## src/rlbd_fifo.sv

```systemverilog
// Small first-in first-out queue built from registers.
module rlbd_fifo #(
    parameter int WIDTH = 8,
    parameter int DEPTH = 2
) (
    input  logic             clk,
    input  logic             rst_n,
    input  logic             push,
    input  logic [WIDTH-1:0] push_data,
    input  logic             pop,
    output logic [WIDTH-1:0] pop_data,
    output logic             full,
    output logic             empty
);
    localparam int AW = (DEPTH > 1) ? $clog2(DEPTH) : 1;

    logic [WIDTH-1:0] slot_reg [DEPTH];
    logic [AW-1:0]    wr_ptr_reg, wr_ptr_next;
    logic [AW-1:0]    rd_ptr_reg, rd_ptr_next;
    logic [AW:0]      count_reg, count_next;
    logic             do_push, do_pop;

    assign full     = (count_reg == (AW+1)'(DEPTH));
    assign empty    = (count_reg == '0);
    assign do_push  = push && !full;
    assign do_pop   = pop && !empty;
    assign pop_data = slot_reg[rd_ptr_reg];

    always_comb
    begin
        wr_ptr_next = wr_ptr_reg;
        rd_ptr_next = rd_ptr_reg;
        count_next  = count_reg;
        if (do_push)
        begin
            wr_ptr_next = (wr_ptr_reg == AW'(DEPTH - 1)) ? '0 : wr_ptr_reg + 1'b1;
        end
        if (do_pop)
        begin
            rd_ptr_next = (rd_ptr_reg == AW'(DEPTH - 1)) ? '0 : rd_ptr_reg + 1'b1;
        end
        if (do_push && !do_pop)
        begin
            count_next = count_reg + 1'b1;
        end
        else if (do_pop && !do_push)
        begin
            count_next = count_reg - 1'b1;
        end
    end

    always_ff @(posedge clk or negedge rst_n)
    begin
        if (!rst_n)
        begin
            wr_ptr_reg <= '0;
            rd_ptr_reg <= '0;
            count_reg  <= '0;
        end
        else
        begin
            wr_ptr_reg <= wr_ptr_next;
            rd_ptr_reg <= rd_ptr_next;
            count_reg  <= count_next;
        end
    end

    always_ff @(posedge clk)
    begin
        if (do_push)
        begin
            slot_reg[wr_ptr_reg] <= push_data;
        end
    end

    as_count_bound: assert property (@(posedge clk) disable iff (!rst_n)
        count_reg <= (AW+1)'(DEPTH))
        else $error("queue count exceeds depth");

    as_count_step: assert property (@(posedge clk) disable iff (!rst_n)
        (do_push && !do_pop) |=> count_reg == $past(count_reg) + 1'b1)
        else $error("queue count did not follow a push");

    as_pop_pointer: assert property (@(posedge clk) disable iff (!rst_n)
        !do_pop |=> rd_ptr_reg == $past(rd_ptr_reg))
        else $error("read pointer moved without a pop");

endmodule

```

## config.mk

```make
export PLATFORM = sky130hd
export DESIGN_NAME = rlbd_fifo
export DESIGN_NICKNAME = d
export VERILOG_FILES = /design/src/rlbd_fifo.sv
export SDC_FILE = /design/constraint.sdc
export NUM_CORES = 1
export LEC_CHECK = 0
export ABC_AREA = 1
export BUFFER_PORTS_ARGS = -buffer_cell sky130_fd_sc_hd__buf_2
export CORE_MARGIN = 2
export CORE_UTILIZATION = 40
export CTS_CLUSTER_SIZE = 20
export DETAILED_ROUTE_END_ITERATION = 10
export GPL_TIMING_DRIVEN = 0
export PLACE_DENSITY = 0.64
export SLEW_MARGIN = 20
export SYNTH_ARGS = -nofsm -noshare
export SYNTH_HDL_FRONTEND = slang
export SYNTH_SLANG_ARGS = --single-unit
```

## constraint.sdc

```tcl
create_clock -name clk -period 1.8 [get_ports clk]
set_input_delay 0.27 -clock clk [delete_from_list [all_inputs] [get_ports clk]]
set_output_delay 0.27 -clock clk [all_outputs]
set_load 0.02 [all_outputs]
```

==> metrics.txt <==
FF-to-FF path depth=2; Initial Util=41.69%; vias in the first global route=592; DIE WIDTH=48.99 um; crit path capture=slot_reg[1][4]$_DFFE_PP_; PwrDens=1649 nW/um^2; Crit. End Element=flop; FF+latch count, synth=20; core area=1942 sq um; Via-to-Cell Ratio=4.524; Distinct cells, synth=14; clk slew on worst S/H paths=110 ps; CTS HTree Levels=1; clock skew=8.861 ps; Post-Synth XOR/XNOR Area=1.082%; antenna diode count=0; final non-filler cell total=126; final period utilization=88.80%; Filler cells=192; GRT overflow=0; clk_lat worst skew=300 ps; CP Data Required Time=1740 ps; Layout Area Growth over Synthesis=22.87%; post-CTS setup-driven buffer insertion count=0; cell count after synthesis=73; die height=48.99 um; final hold violations=0; Achievable Freq=625.6 MHz; Leakage=0.4741 nW; Nets=113; Routed WL=1.467 mm; clock buffer depth=2; area of the multi-input gates=193.9 sq um; Clock Tree Root=clkbuf_4; die area=2400 sq um; slew margin rel.=53.77%; Mapped Nets=86; Synth Cell Area=809.5 sq um; worst r2r dst=slot_reg[1][4]$_DFFE_PP_; CP max FO=8; DR pass1 iterations=4; final setup TNS=0 ps; hold crit path type=primary input to flop; Worst Setup Path Type=flop to flop; synth top area cells=edfxtp_1 (59%), nand2_1 (15%), dfrtp_1 (12%); Final Max Tran Viols=0; Avg WL per Cell=11.64 um; CTS Buf Count=3; CTS Sinks=20; share of cells above drive strength 1=29.29%; largest area contributor in the netlist=edfxtp_1; worst setup path start=count_reg[0]$_DFFE_PN0P_; Synth Area in Adders=1.546%; DP Cell Count=121; Setup crit start kind=flop; antenna violations before repair=0; Peak supply drop=770.0 uV; HPWL Detailed=1.059 mm; worst slew pin tran=690.9 ps; PnR worst setup slack=201.6 ps; status=finished clean; Simple-Gate Fraction of Synth Area=20.09%; Synth Area per Inst=11.09 sq um; Sequential Area=580.6 sq um; first-pass GRT wire length=2.546 mm; Vias=570; Area after DPL=948.4 sq um; DRC viols=0; worst r2r src=count_reg[0]$_DFFE_PN0P_; routability cong.=0.7089; post-synthesis mux area share=0%; Tmin final=1598 ps; std cell rows=16; max_cap viols=0; largest family of logic cells by synthesized area=simple AND/OR/NAND/NOR gates; # IOs=22; synth warn=0; post-placement setup slack=210.4 ps; antenna-violating nets left=0; Critical Path AT=1530 ps; TritonCTS clock tree=built; RSZ-0062 raised after global routing=false; CTS resizes=0; drt first-iter violations=11; top-area cell type share of the netlist area=59.35%; input/output buffers=21; Final setup viols=0; post-route design area=994.7 sq um; hold_buf cts=1; largest net degree at the start of global routing=12; R2R Setup Slk=200 ps; Compound-Gate Fraction of Synth Area=1.236%; gr usage total=14.31%; max reg flops=16; sequential-to-total area share from yosys stat=71.72%
synth_stat cells:
cell,count
nand2_1,33
edfxtp_1,16
inv_1,7
dfrtp_1,4
nor2_1,2
nor2_2,2
o21ai_0,2
buf_2,1
ha_1,1
inv_2,1
nand3_1,1
nand3b_1,1
nand4_1,1
xnor2_1,1
critical path, stage by stage (launching register included):
cell and delay (ps):
dfrtp_1 500, o21ai_0 170, nor2_1 560
cells in the final DEF, fill, tap and decap left out:
cell / Yosys / layout
nand2_1: 33 / 33
buf_2: 1 / 22
edfxtp_1: 16 / 16
inv_1: 7 / 7
dfrtp_1: 4 / 4
clkbuf_4: 0 / 3
nor2_1: 2 / 2
nor2_2: 2 / 2
o21ai_0: 2 / 2
inv_2: 1 / 1
xnor2_1: 1 / 1
nand3b_1: 1 / 1
nand3_1: 1 / 1
nand4_1: 1 / 1
ha_1: 1 / 1
clkbuf_8: 0 / 1
dlygate4sd3_1: 0 / 1
worst min path at each step:
| stage | end | cells past startpoint | start | slack (ps) |
|---|---|---|---|---|
| 6_report | slot_reg[0][2]$_DFFE_PP_ | 1 | push_data[2] | 150 |
| 5_1_grt | slot_reg[1][3]$_DFFE_PP_ | 1 | push_data[3] | 140 |
| 4_1_cts | slot_reg[1][3]$_DFFE_PP_ | 1 | push_data[3] | 160 |
| 3_5_place_dp | count_reg[0]$_DFFE_PN0P_ | 1 | rst_n | 80 |
| 3_3_place_gp | count_reg[1]$_DFFE_PN0P_ | 1 | rst_n | 80 |
| 2_1_floorplan | count_reg[0]$_DFFE_PN0P_ | 0 | rst_n | -30 |
kinds of logic after synthesis:
| group | count (synthesis) |
|---|---|
| AO/OA/AOI/OAI | 2 |
| XOR/XNOR | 1 |
| adder cells (fa/ha/maj) | 1 |
| buffers and inverters | 9 |
| flip-flops | 20 |
| AND/OR/NAND/NOR | 40 |
layout make-up:
class                   count  area share, %
well taps                  27          3.396
clock buffers               4          3.648
repair buffers             22          11.57
multi-input cells          44          19.50
flip-flops and latches     20          58.36
inverters                   8          3.019
plain buffers               1         0.5031
layer usage:
layer | GRT usage, % | up-vias | routed length (um) | part of all wire, %
met1 | 16.84 | 266 | 604 | 41
met5 | 0 | - | 0 | 0
met3 | 2.454 | 4 | 57 | 3.9
li1 | - | 286 | - | -
met4 | 9.524 | 0 | 36 | 2.5
met2 | 23.97 | 14 | 768 | 52
power breakdown:
part / internal (W) / switching, W
Combinational: 0.000216 / 0.000461
Clock: 0.000123 / 0.000134
Sequential: 0.000643 / 0.0000635
metrics by stage:
| step | util [%] | power, W | hold WS [ps] |
|---|---|---|---|
| after floorplan | - | 0.001177 | -25.59 |
| final | 51.22 | 0.001641 | 152.4 |
| after global placement | 48.84 | 0.001371 | 76.63 |
| after detailed placement | 48.84 | 0.001400 | 83.87 |
| after CTS | 51.22 | 0.001650 | 155.1 |
| after global routing | 51.22 | 0.001768 | 144.4 |
(Power assumes the default switching activity.)
