[src/rlbd_pkg.sv]
// Shared constants, codes and word types of the raster line and box draw unit.
package rlbd_pkg;

    localparam int DEF_MAX_COLUMNS = 256;
    localparam int DEF_MAX_ROWS    = 256;
    localparam int CMD_DEPTH       = 2;
    localparam int RES_DEPTH       = 2;

    localparam int CFG_W       = 9;
    localparam int REG_INDEX_W = 1;
    localparam logic [REG_INDEX_W-1:0] REG_COLUMNS = 1'd0;
    localparam logic [REG_INDEX_W-1:0] REG_ROWS    = 1'd1;
    localparam logic [CFG_W-1:0]       DIM_RESET   = 9'd256;

    localparam logic [1:0] KIND_CLEAR = 2'd0;
    localparam logic [1:0] KIND_LINE  = 2'd1;
    localparam logic [1:0] KIND_BOX   = 2'd2;
    localparam logic [1:0] KIND_READ  = 2'd3;

    localparam logic [1:0] OP_NOP  = 2'd0;
    localparam logic [1:0] OP_FILL = 2'd1;
    localparam logic [1:0] OP_LINE = 2'd2;
    localparam logic [1:0] OP_READ = 2'd3;

    localparam logic [7:0] VALUE_BLANK = 8'hFF;

    typedef struct packed {
        logic [1:0] op;
        logic [7:0] value;
        logic       status;
        logic       has_content;
    } cmd_meta_t;

    typedef struct packed {
        logic [7:0] read_value;
        logic       status;
        logic       has_content;
    } result_t;

endpackage

[src/rlbd_front.sv]
// Command front end: size registers, command checks, clipping and the content flag.
module rlbd_front #(
    parameter int MAX_COLUMNS = rlbd_pkg::DEF_MAX_COLUMNS,
    parameter int MAX_ROWS    = rlbd_pkg::DEF_MAX_ROWS,
    parameter int CW          = $clog2(MAX_COLUMNS),
    parameter int RW          = $clog2(MAX_ROWS)
) (
    input  logic                               clk,
    input  logic                               rst_n,
    input  logic                               cfg_we,
    input  logic [rlbd_pkg::REG_INDEX_W-1:0]   cfg_index,
    input  logic [rlbd_pkg::CFG_W-1:0]         cfg_data,
    input  logic                               push,
    input  logic                               cmd_full,
    input  logic [1:0]                         kind,
    input  logic signed [15:0]                 x_start,
    input  logic signed [15:0]                 y_start,
    input  logic signed [15:0]                 x_end,
    input  logic signed [15:0]                 y_end,
    input  logic [9:0]                         half_size,
    input  logic [7:0]                         pixel_value,
    output logic                               cmd_push,
    output rlbd_pkg::cmd_meta_t                cmd_meta,
    output logic [2*(CW+RW)-1:0]               cmd_coords
);
    import rlbd_pkg::*;

    logic [CFG_W-1:0]   columns_reg, columns_next;
    logic [CFG_W-1:0]   rows_reg, rows_next;
    logic               content_reg, content_next;
    logic signed [17:0] col_lim, row_lim, col_last, row_last;
    logic signed [17:0] xs, ys, xe, ye, hs;
    logic signed [17:0] bx0, bx1, by0, by1, bx0c, bx1c, by0c, by1c;
    logic signed [17:0] px0, py0, px1, py1;
    logic               in_start, in_end, box_empty;
    logic [1:0]         op;
    logic               status;

    assign xs = 18'(x_start);
    assign ys = 18'(y_start);
    assign xe = 18'(x_end);
    assign ye = 18'(y_end);
    assign hs = signed'({8'b0, half_size});

    assign col_lim = (columns_reg == '0) ? 18'sd1 :
                     (18'(columns_reg) > 18'(MAX_COLUMNS)) ? signed'(18'(MAX_COLUMNS)) :
                     signed'(18'(columns_reg));
    assign row_lim = (rows_reg == '0) ? 18'sd1 :
                     (18'(rows_reg) > 18'(MAX_ROWS)) ? signed'(18'(MAX_ROWS)) :
                     signed'(18'(rows_reg));
    assign col_last = col_lim - 18'sd1;
    assign row_last = row_lim - 18'sd1;

    assign in_start = (xs >= 18'sd0) && (xs <= col_last) && (ys >= 18'sd0) && (ys <= row_last);
    assign in_end   = (xe >= 18'sd0) && (xe <= col_last) && (ye >= 18'sd0) && (ye <= row_last);

    assign bx0  = xs - hs;
    assign bx1  = xs + hs;
    assign by0  = ys - hs;
    assign by1  = ys + hs;
    assign bx0c = (bx0 < 18'sd0) ? 18'sd0 : bx0;
    assign bx1c = (bx1 > col_last) ? col_last : bx1;
    assign by0c = (by0 < 18'sd0) ? 18'sd0 : by0;
    assign by1c = (by1 > row_last) ? row_last : by1;
    assign box_empty = (bx0c > bx1c) || (by0c > by1c);

    always_comb
    begin
        op           = OP_NOP;
        status       = 1'b0;
        content_next = content_reg;
        px0          = xs;
        py0          = ys;
        px1          = xe;
        py1          = ye;
        case (kind)
            KIND_CLEAR:
            begin
                op           = OP_FILL;
                px0          = 18'sd0;
                py0          = 18'sd0;
                px1          = col_last;
                py1          = row_last;
                content_next = (pixel_value != VALUE_BLANK);
            end
            KIND_LINE:
            begin
                if (in_start && in_end)
                begin
                    op           = OP_LINE;
                    content_next = 1'b1;
                end
                else
                begin
                    status = 1'b1;
                end
            end
            KIND_BOX:
            begin
                if (half_size > 10'd1)
                begin
                    op           = box_empty ? OP_NOP : OP_FILL;
                    px0          = bx0c;
                    py0          = by0c;
                    px1          = bx1c;
                    py1          = by1c;
                    content_next = 1'b1;
                end
                else if (in_start)
                begin
                    op           = OP_FILL;
                    px1          = xs;
                    py1          = ys;
                    content_next = 1'b1;
                end
                else
                begin
                    status = 1'b1;
                end
            end
            KIND_READ:
            begin
                if (in_start)
                begin
                    op = OP_READ;
                end
                else
                begin
                    status = 1'b1;
                end
            end
            default:
            begin
                op = OP_NOP;
            end
        endcase
    end

    assign cmd_push = push && !cmd_full;

    assign cmd_meta.op          = op;
    assign cmd_meta.value       = pixel_value;
    assign cmd_meta.status      = status;
    assign cmd_meta.has_content = content_next;
    assign cmd_coords = {px0[CW-1:0], py0[RW-1:0], px1[CW-1:0], py1[RW-1:0]};

    always_comb
    begin
        columns_next = columns_reg;
        rows_next    = rows_reg;
        if (cfg_we)
        begin
            case (cfg_index)
                REG_COLUMNS: columns_next = cfg_data;
                REG_ROWS:    rows_next    = cfg_data;
                default:     columns_next = columns_reg;
            endcase
        end
    end

    always_ff @(posedge clk or negedge rst_n)
    begin
        if (!rst_n)
        begin
            columns_reg <= DIM_RESET;
            rows_reg    <= DIM_RESET;
            content_reg <= 1'b0;
        end
        else
        begin
            columns_reg <= columns_next;
            rows_reg    <= rows_next;
            if (cmd_push)
            begin
                content_reg <= content_next;
            end
        end
    end

    as_reject_keeps_flag: assert property (@(posedge clk) disable iff (!rst_n)
        (cmd_push && status) |=> content_reg == $past(content_reg))
        else $error("a rejected command changed the content flag");

    as_blank_clear: assert property (@(posedge clk) disable iff (!rst_n)
        (cmd_push && kind == KIND_CLEAR && pixel_value == VALUE_BLANK) |=> !content_reg)
        else $error("clearing with the blank value left the content flag set");

    as_fill_inside: assert property (@(posedge clk) disable iff (!rst_n)
        (cmd_push && op == OP_FILL) |-> (px1 <= col_last) && (py1 <= row_last) &&
                                        (px0 >= 18'sd0) && (py0 >= 18'sd0))
        else $error("fill rectangle reaches outside the area in use");

endmodule

[config.mk]
export PLATFORM = sky130hd
export DESIGN_NAME = rlbd_front
export DESIGN_NICKNAME = d
export VERILOG_FILES = /design/src/rlbd_pkg.sv /design/src/rlbd_front.sv
export SDC_FILE = /design/constraint.sdc
export NUM_CORES = 1
export LEC_CHECK = 0
export ABC_AREA = 1
export BUFFER_PORTS_ARGS = -buffer_cell sky130_fd_sc_hd__buf_2
export CAP_MARGIN = 30
export CELL_PAD_IN_SITES_DETAIL_PLACEMENT = 0
export CELL_PAD_IN_SITES_GLOBAL_PLACEMENT = 1
export CORE_ASPECT_RATIO = 1.5
export CORE_MARGIN = 4
export CORE_UTILIZATION = 25
export CTS_CLUSTER_SIZE = 10
export DETAILED_ROUTE_END_ITERATION = 8
export PLACE_DENSITY = 0.62
export SETUP_SLACK_MARGIN = 0.2
export SYNTH_ARGS = -nofsm -noshare
export SYNTH_HDL_FRONTEND = slang
export SYNTH_SLANG_ARGS = --single-unit
[constraint.sdc]
create_clock -name clk -period 10.4 [get_ports clk]
set_input_delay 1.04 -clock clk [delete_from_list [all_inputs] [get_ports clk]]
set_output_delay 1.04 -clock clk [all_outputs]
set_load 0.05 [all_outputs]
==> flow_summary.yaml <==
cells_and_area:
  antenna_cells: 0
  utilization_pct: 29.23
  fillCellCount: 3822
  final_area_mm2: 0.009538
  nets: 1794
  drive_gt1_share_pct: 12.58
  area_growth_pct: 15.22
sta:
  timing.final.crit_period_ns: 7.852
  finClkSkew_ns: 0.004079
  finalSetupViolations: 0
  finalMaxSlewViolations: 0
  rsz0062_at_grt: "false"
  slew_headroom_pct: 49.55
  min_period_over_period_pct: 75.50
  clock.fmax_mhz: 127.3
  hold_violations: 0
  worst_pin_slew_ns: 0.7559
  setup_tns_ns: 0
  holdWs_ns: 0.4897
detailed_routing:
  drt-wirelength-per-cell_um: 16.49
  wl_met1_mm: 12.63
  drc: 0
  vias_per_cell: 4.662
  drt_wl_total_mm: 31.88
  route.met3.wl_um: 739
  dr.pass1.iters: 5
  met2RoutedLength_mm: 17.05
  vias: 9011
  drt_iter0_drc: 425
  routed.top_layer: "met4"
  ant_nets: 0
setup_path:
  worst_path_largest_cell_delay_ns: 0.61
  path_max_fanout: 20
  worstSetupPathType: "input port to primary output"
  cp_common_cell: "nand2_1"
  ff2ff_path_depth: 25
  worstPathRequired_ns: 9.36
  r2r_start: "columns_reg[8]$_DFFE_PN1P_"
  r2r_setup_slack_ns: 5.56
  cp-end-kind: "primary output"
  crit_arrival_ns: 6.81
  cp-start-kind: "input port"
  r2r-end: "content_reg$_DFFE_PN0P_"
  critical_path.slowest_cell: "nand2_1"
global_route:
  grt_pass1_vias: 9192
  antenna_found_initial: 0
  grt_max_degree: 51
  overflow: 0
  globalRouteTotalUtil_pct: 17.34
  grt_pass1_wl_mm: 49.40
pwr:
  worst_ir_drop_vdd_mv: 0.04509
  pwr_density_cell_mw_per_mm2: 102.1
  p_leak_nw: 5.423
  post-layout-total-power_w: 0.0009738
floorplanning:
  fp.dieArea_mm2: 0.03615
  die_width_um: 156.6
  pin_count: 144
  rows: 81
  coreArea_mm2: 0.03263
  start_util_pct: 25.37
  die_y_um: 230.9
logic_synthesis:
  syn-cell-area_mm2: 0.008278
  synth_flop_cell: "dfrtp_1"
  yosysWarnings: 0
  synth_cell_types: 54
  synth_edf_count: 0
  yosysSeqAreaShare_pct: 5.774
  synth_cells: 1370
  syn_area_per_cell_um2: 6.042
  async_flop_share_pct: 100.0
  synth_seq_cells: 19
placed_design:
  port_buffers: 143
  placed_area_mm2: 0.009458
  dp_hpwl_mm: 28.31
  gp_congestion: 0.9609
clock_tree:
  clk_pin_slew_ns: 0.06
  cts_root_buffer: "clkbuf_16"
  cts_setup_buffers: 0
  cts_tree: "done"
  clock_latency_ns: 0.25
  numCtsBuffers: 3
  cts.sinks: 19
  cts_max_path_buffers: 2
  cts_resized: 0
  h-tree-depth: 1
  cts_hold_buffers: 0
hold_path:
  hold_depth: 2
  hold_end: "rows_reg[6]$_DFFE_PN0P_"
  hp-class: "flip-flop to flip-flop"
  worstHoldStart: "rows_reg[6]$_DFFE_PN0P_"
outcome:
  status: "complete, no violations"
flow_run:
  max_cap_violations: 0
[worst max-delay path by stage]
stage	slack [ns]	start	end
2_1_floorplan	3.99	half_size[1]	cmd_meta[10]
3_3_place_gp	2.61	half_size[1]	cmd_meta[10]
3_5_place_dp	2.56	half_size[1]	cmd_meta[10]
4_1_cts	2.54	half_size[1]	cmd_meta[10]
5_1_grt	2.04	half_size[1]	cmd_meta[10]
6_report	2.55	half_size[1]	cmd_meta[10]
[worst max-delay path, delay by kind of cell]
kind | cells | cell delay (ns)
compound gates | 3 | 0.35
xor+xnor | 1 | 0.13
fa+ha+maj | 3 | 0.90
buf+inv | 4 | 0.76
simple gates | 28 | 3.59
[area by class of cell]
class / instances / area, um2 / area share (%)
multi-input cells: 1152 / 6975 / 73.13
clock buffers: 3 / 75.07 / 0.7871
clock inverters: 1 / 5.005 / 0.05247
flip-flops and latches: 19 / 478.0 / 5.011
repair buffers: 148 / 753.2 / 7.897
well taps: 415 / 519.2 / 5.444
inverters: 195 / 732.0 / 7.674
[cells in the final DEF, fill, tap and decap left out, types with 3 or more instances in the layout]
cell type / instances
inv_2: 5
nor3_1: 13
o21bai_1: 11
a22oi_1: 4
nor2_2: 7
xor2_1: 48
and2_1: 4
nand4_1: 26
clkbuf_16: 3
a21oi_1: 101
conb_1: 44
o21a_1: 12
or2_2: 3
fa_1: 4
o22ai_1: 16
o211ai_1: 6
nand3_1: 65
ha_1: 172
inv_1: 189
o21ai_0: 80
nor4_1: 4
buf_2: 143
buf_4: 5
dfrtp_1: 17
o21ai_1: 7
xnor2_1: 4
nand2_2: 8
nor2_1: 139
a211oi_1: 3
nand3b_1: 9
nand2_1: 336
[metal layers]
| layer | GRT usage (%) | up-vias |
|---|---|---|
| li1 | - | 4762 |
| met1 | 19.40 | 4029 |
| met2 | 33.80 | 170 |
| met3 | 0.6752 | 50 |
| met4 | 6.676 | 0 |
| met5 | 0 | - |
[synth_stat cells (2+ instances only)]
master / count / share of area, %
and2_1: 4 / 0.30
buf_2: 13 / 0.79
nand2_1: 336 / 15
a22oi_1: 4 / 0.36
o21a_1: 12 / 1.1
a21oi_2: 2 / 0.21
or2_2: 3 / 0.23
buf_4: 12 / 1.1
o21ai_1: 7 / 0.42
fa_1: 4 / 0.97
inv_1: 189 / 8.6
buf_6: 2 / 0.27
a211oi_1: 3 / 0.27
nor2_2: 6 / 0.45
o22ai_1: 16 / 1.2
ha_1: 172 / 26
nor2_1: 140 / 6.3
xnor2_1: 4 / 0.42
dfrtp_1: 17 / 5.1
nor3_2: 2 / 0.24
o211ai_1: 6 / 0.54
a21o_1: 2 / 0.18
dfstp_2: 2 / 0.63
nor4_1: 4 / 0.30
nand3_2: 2 / 0.24
o21ai_2: 2 / 0.21
xor2_1: 48 / 5.1
nand2_2: 8 / 0.60
nand3_1: 65 / 3.9
a21oi_1: 101 / 6.1
nand4_1: 26 / 2.0
nand3b_1: 9 / 0.82
nor3_1: 13 / 0.79
o21bai_1: 11 / 1.0
o21ai_0: 80 / 4.8
inv_2: 5 / 0.23
a21boi_0: 2 / 0.18
nand2_4: 2 / 0.27
clkbuf_1: 19 / 0.86
[report_power, final]
part	leakage, nW	internal [W]	switching [W]
Clock	0.0409	0.0000515	0.0000266
Combinational	5.15	0.000266	0.000536
Sequential	0.231	0.0000843	0.00000933
Total	5.42	0.000402	0.000572
[logic make-up after synthesis]
kind of cell,after synthesis,share of synthesized area [%]
compound gates,254,17.34
xor+xnor,52,5.502
fa+ha+maj,176,26.96
buf+inv,242,11.94
flops,19,5.774
other cells,1,0.04530
simple gates,626,32.44
[stage by stage]
step	setup slack [ns]	instances
after floorplan	3.995	1413
after global placement	2.607	1929
after detailed placement	2.560	1929
after CTS	2.542	1933
after global routing	2.044	1933
final	2.548	1933
Note: power is estimated with default switching activity, not from simulation.
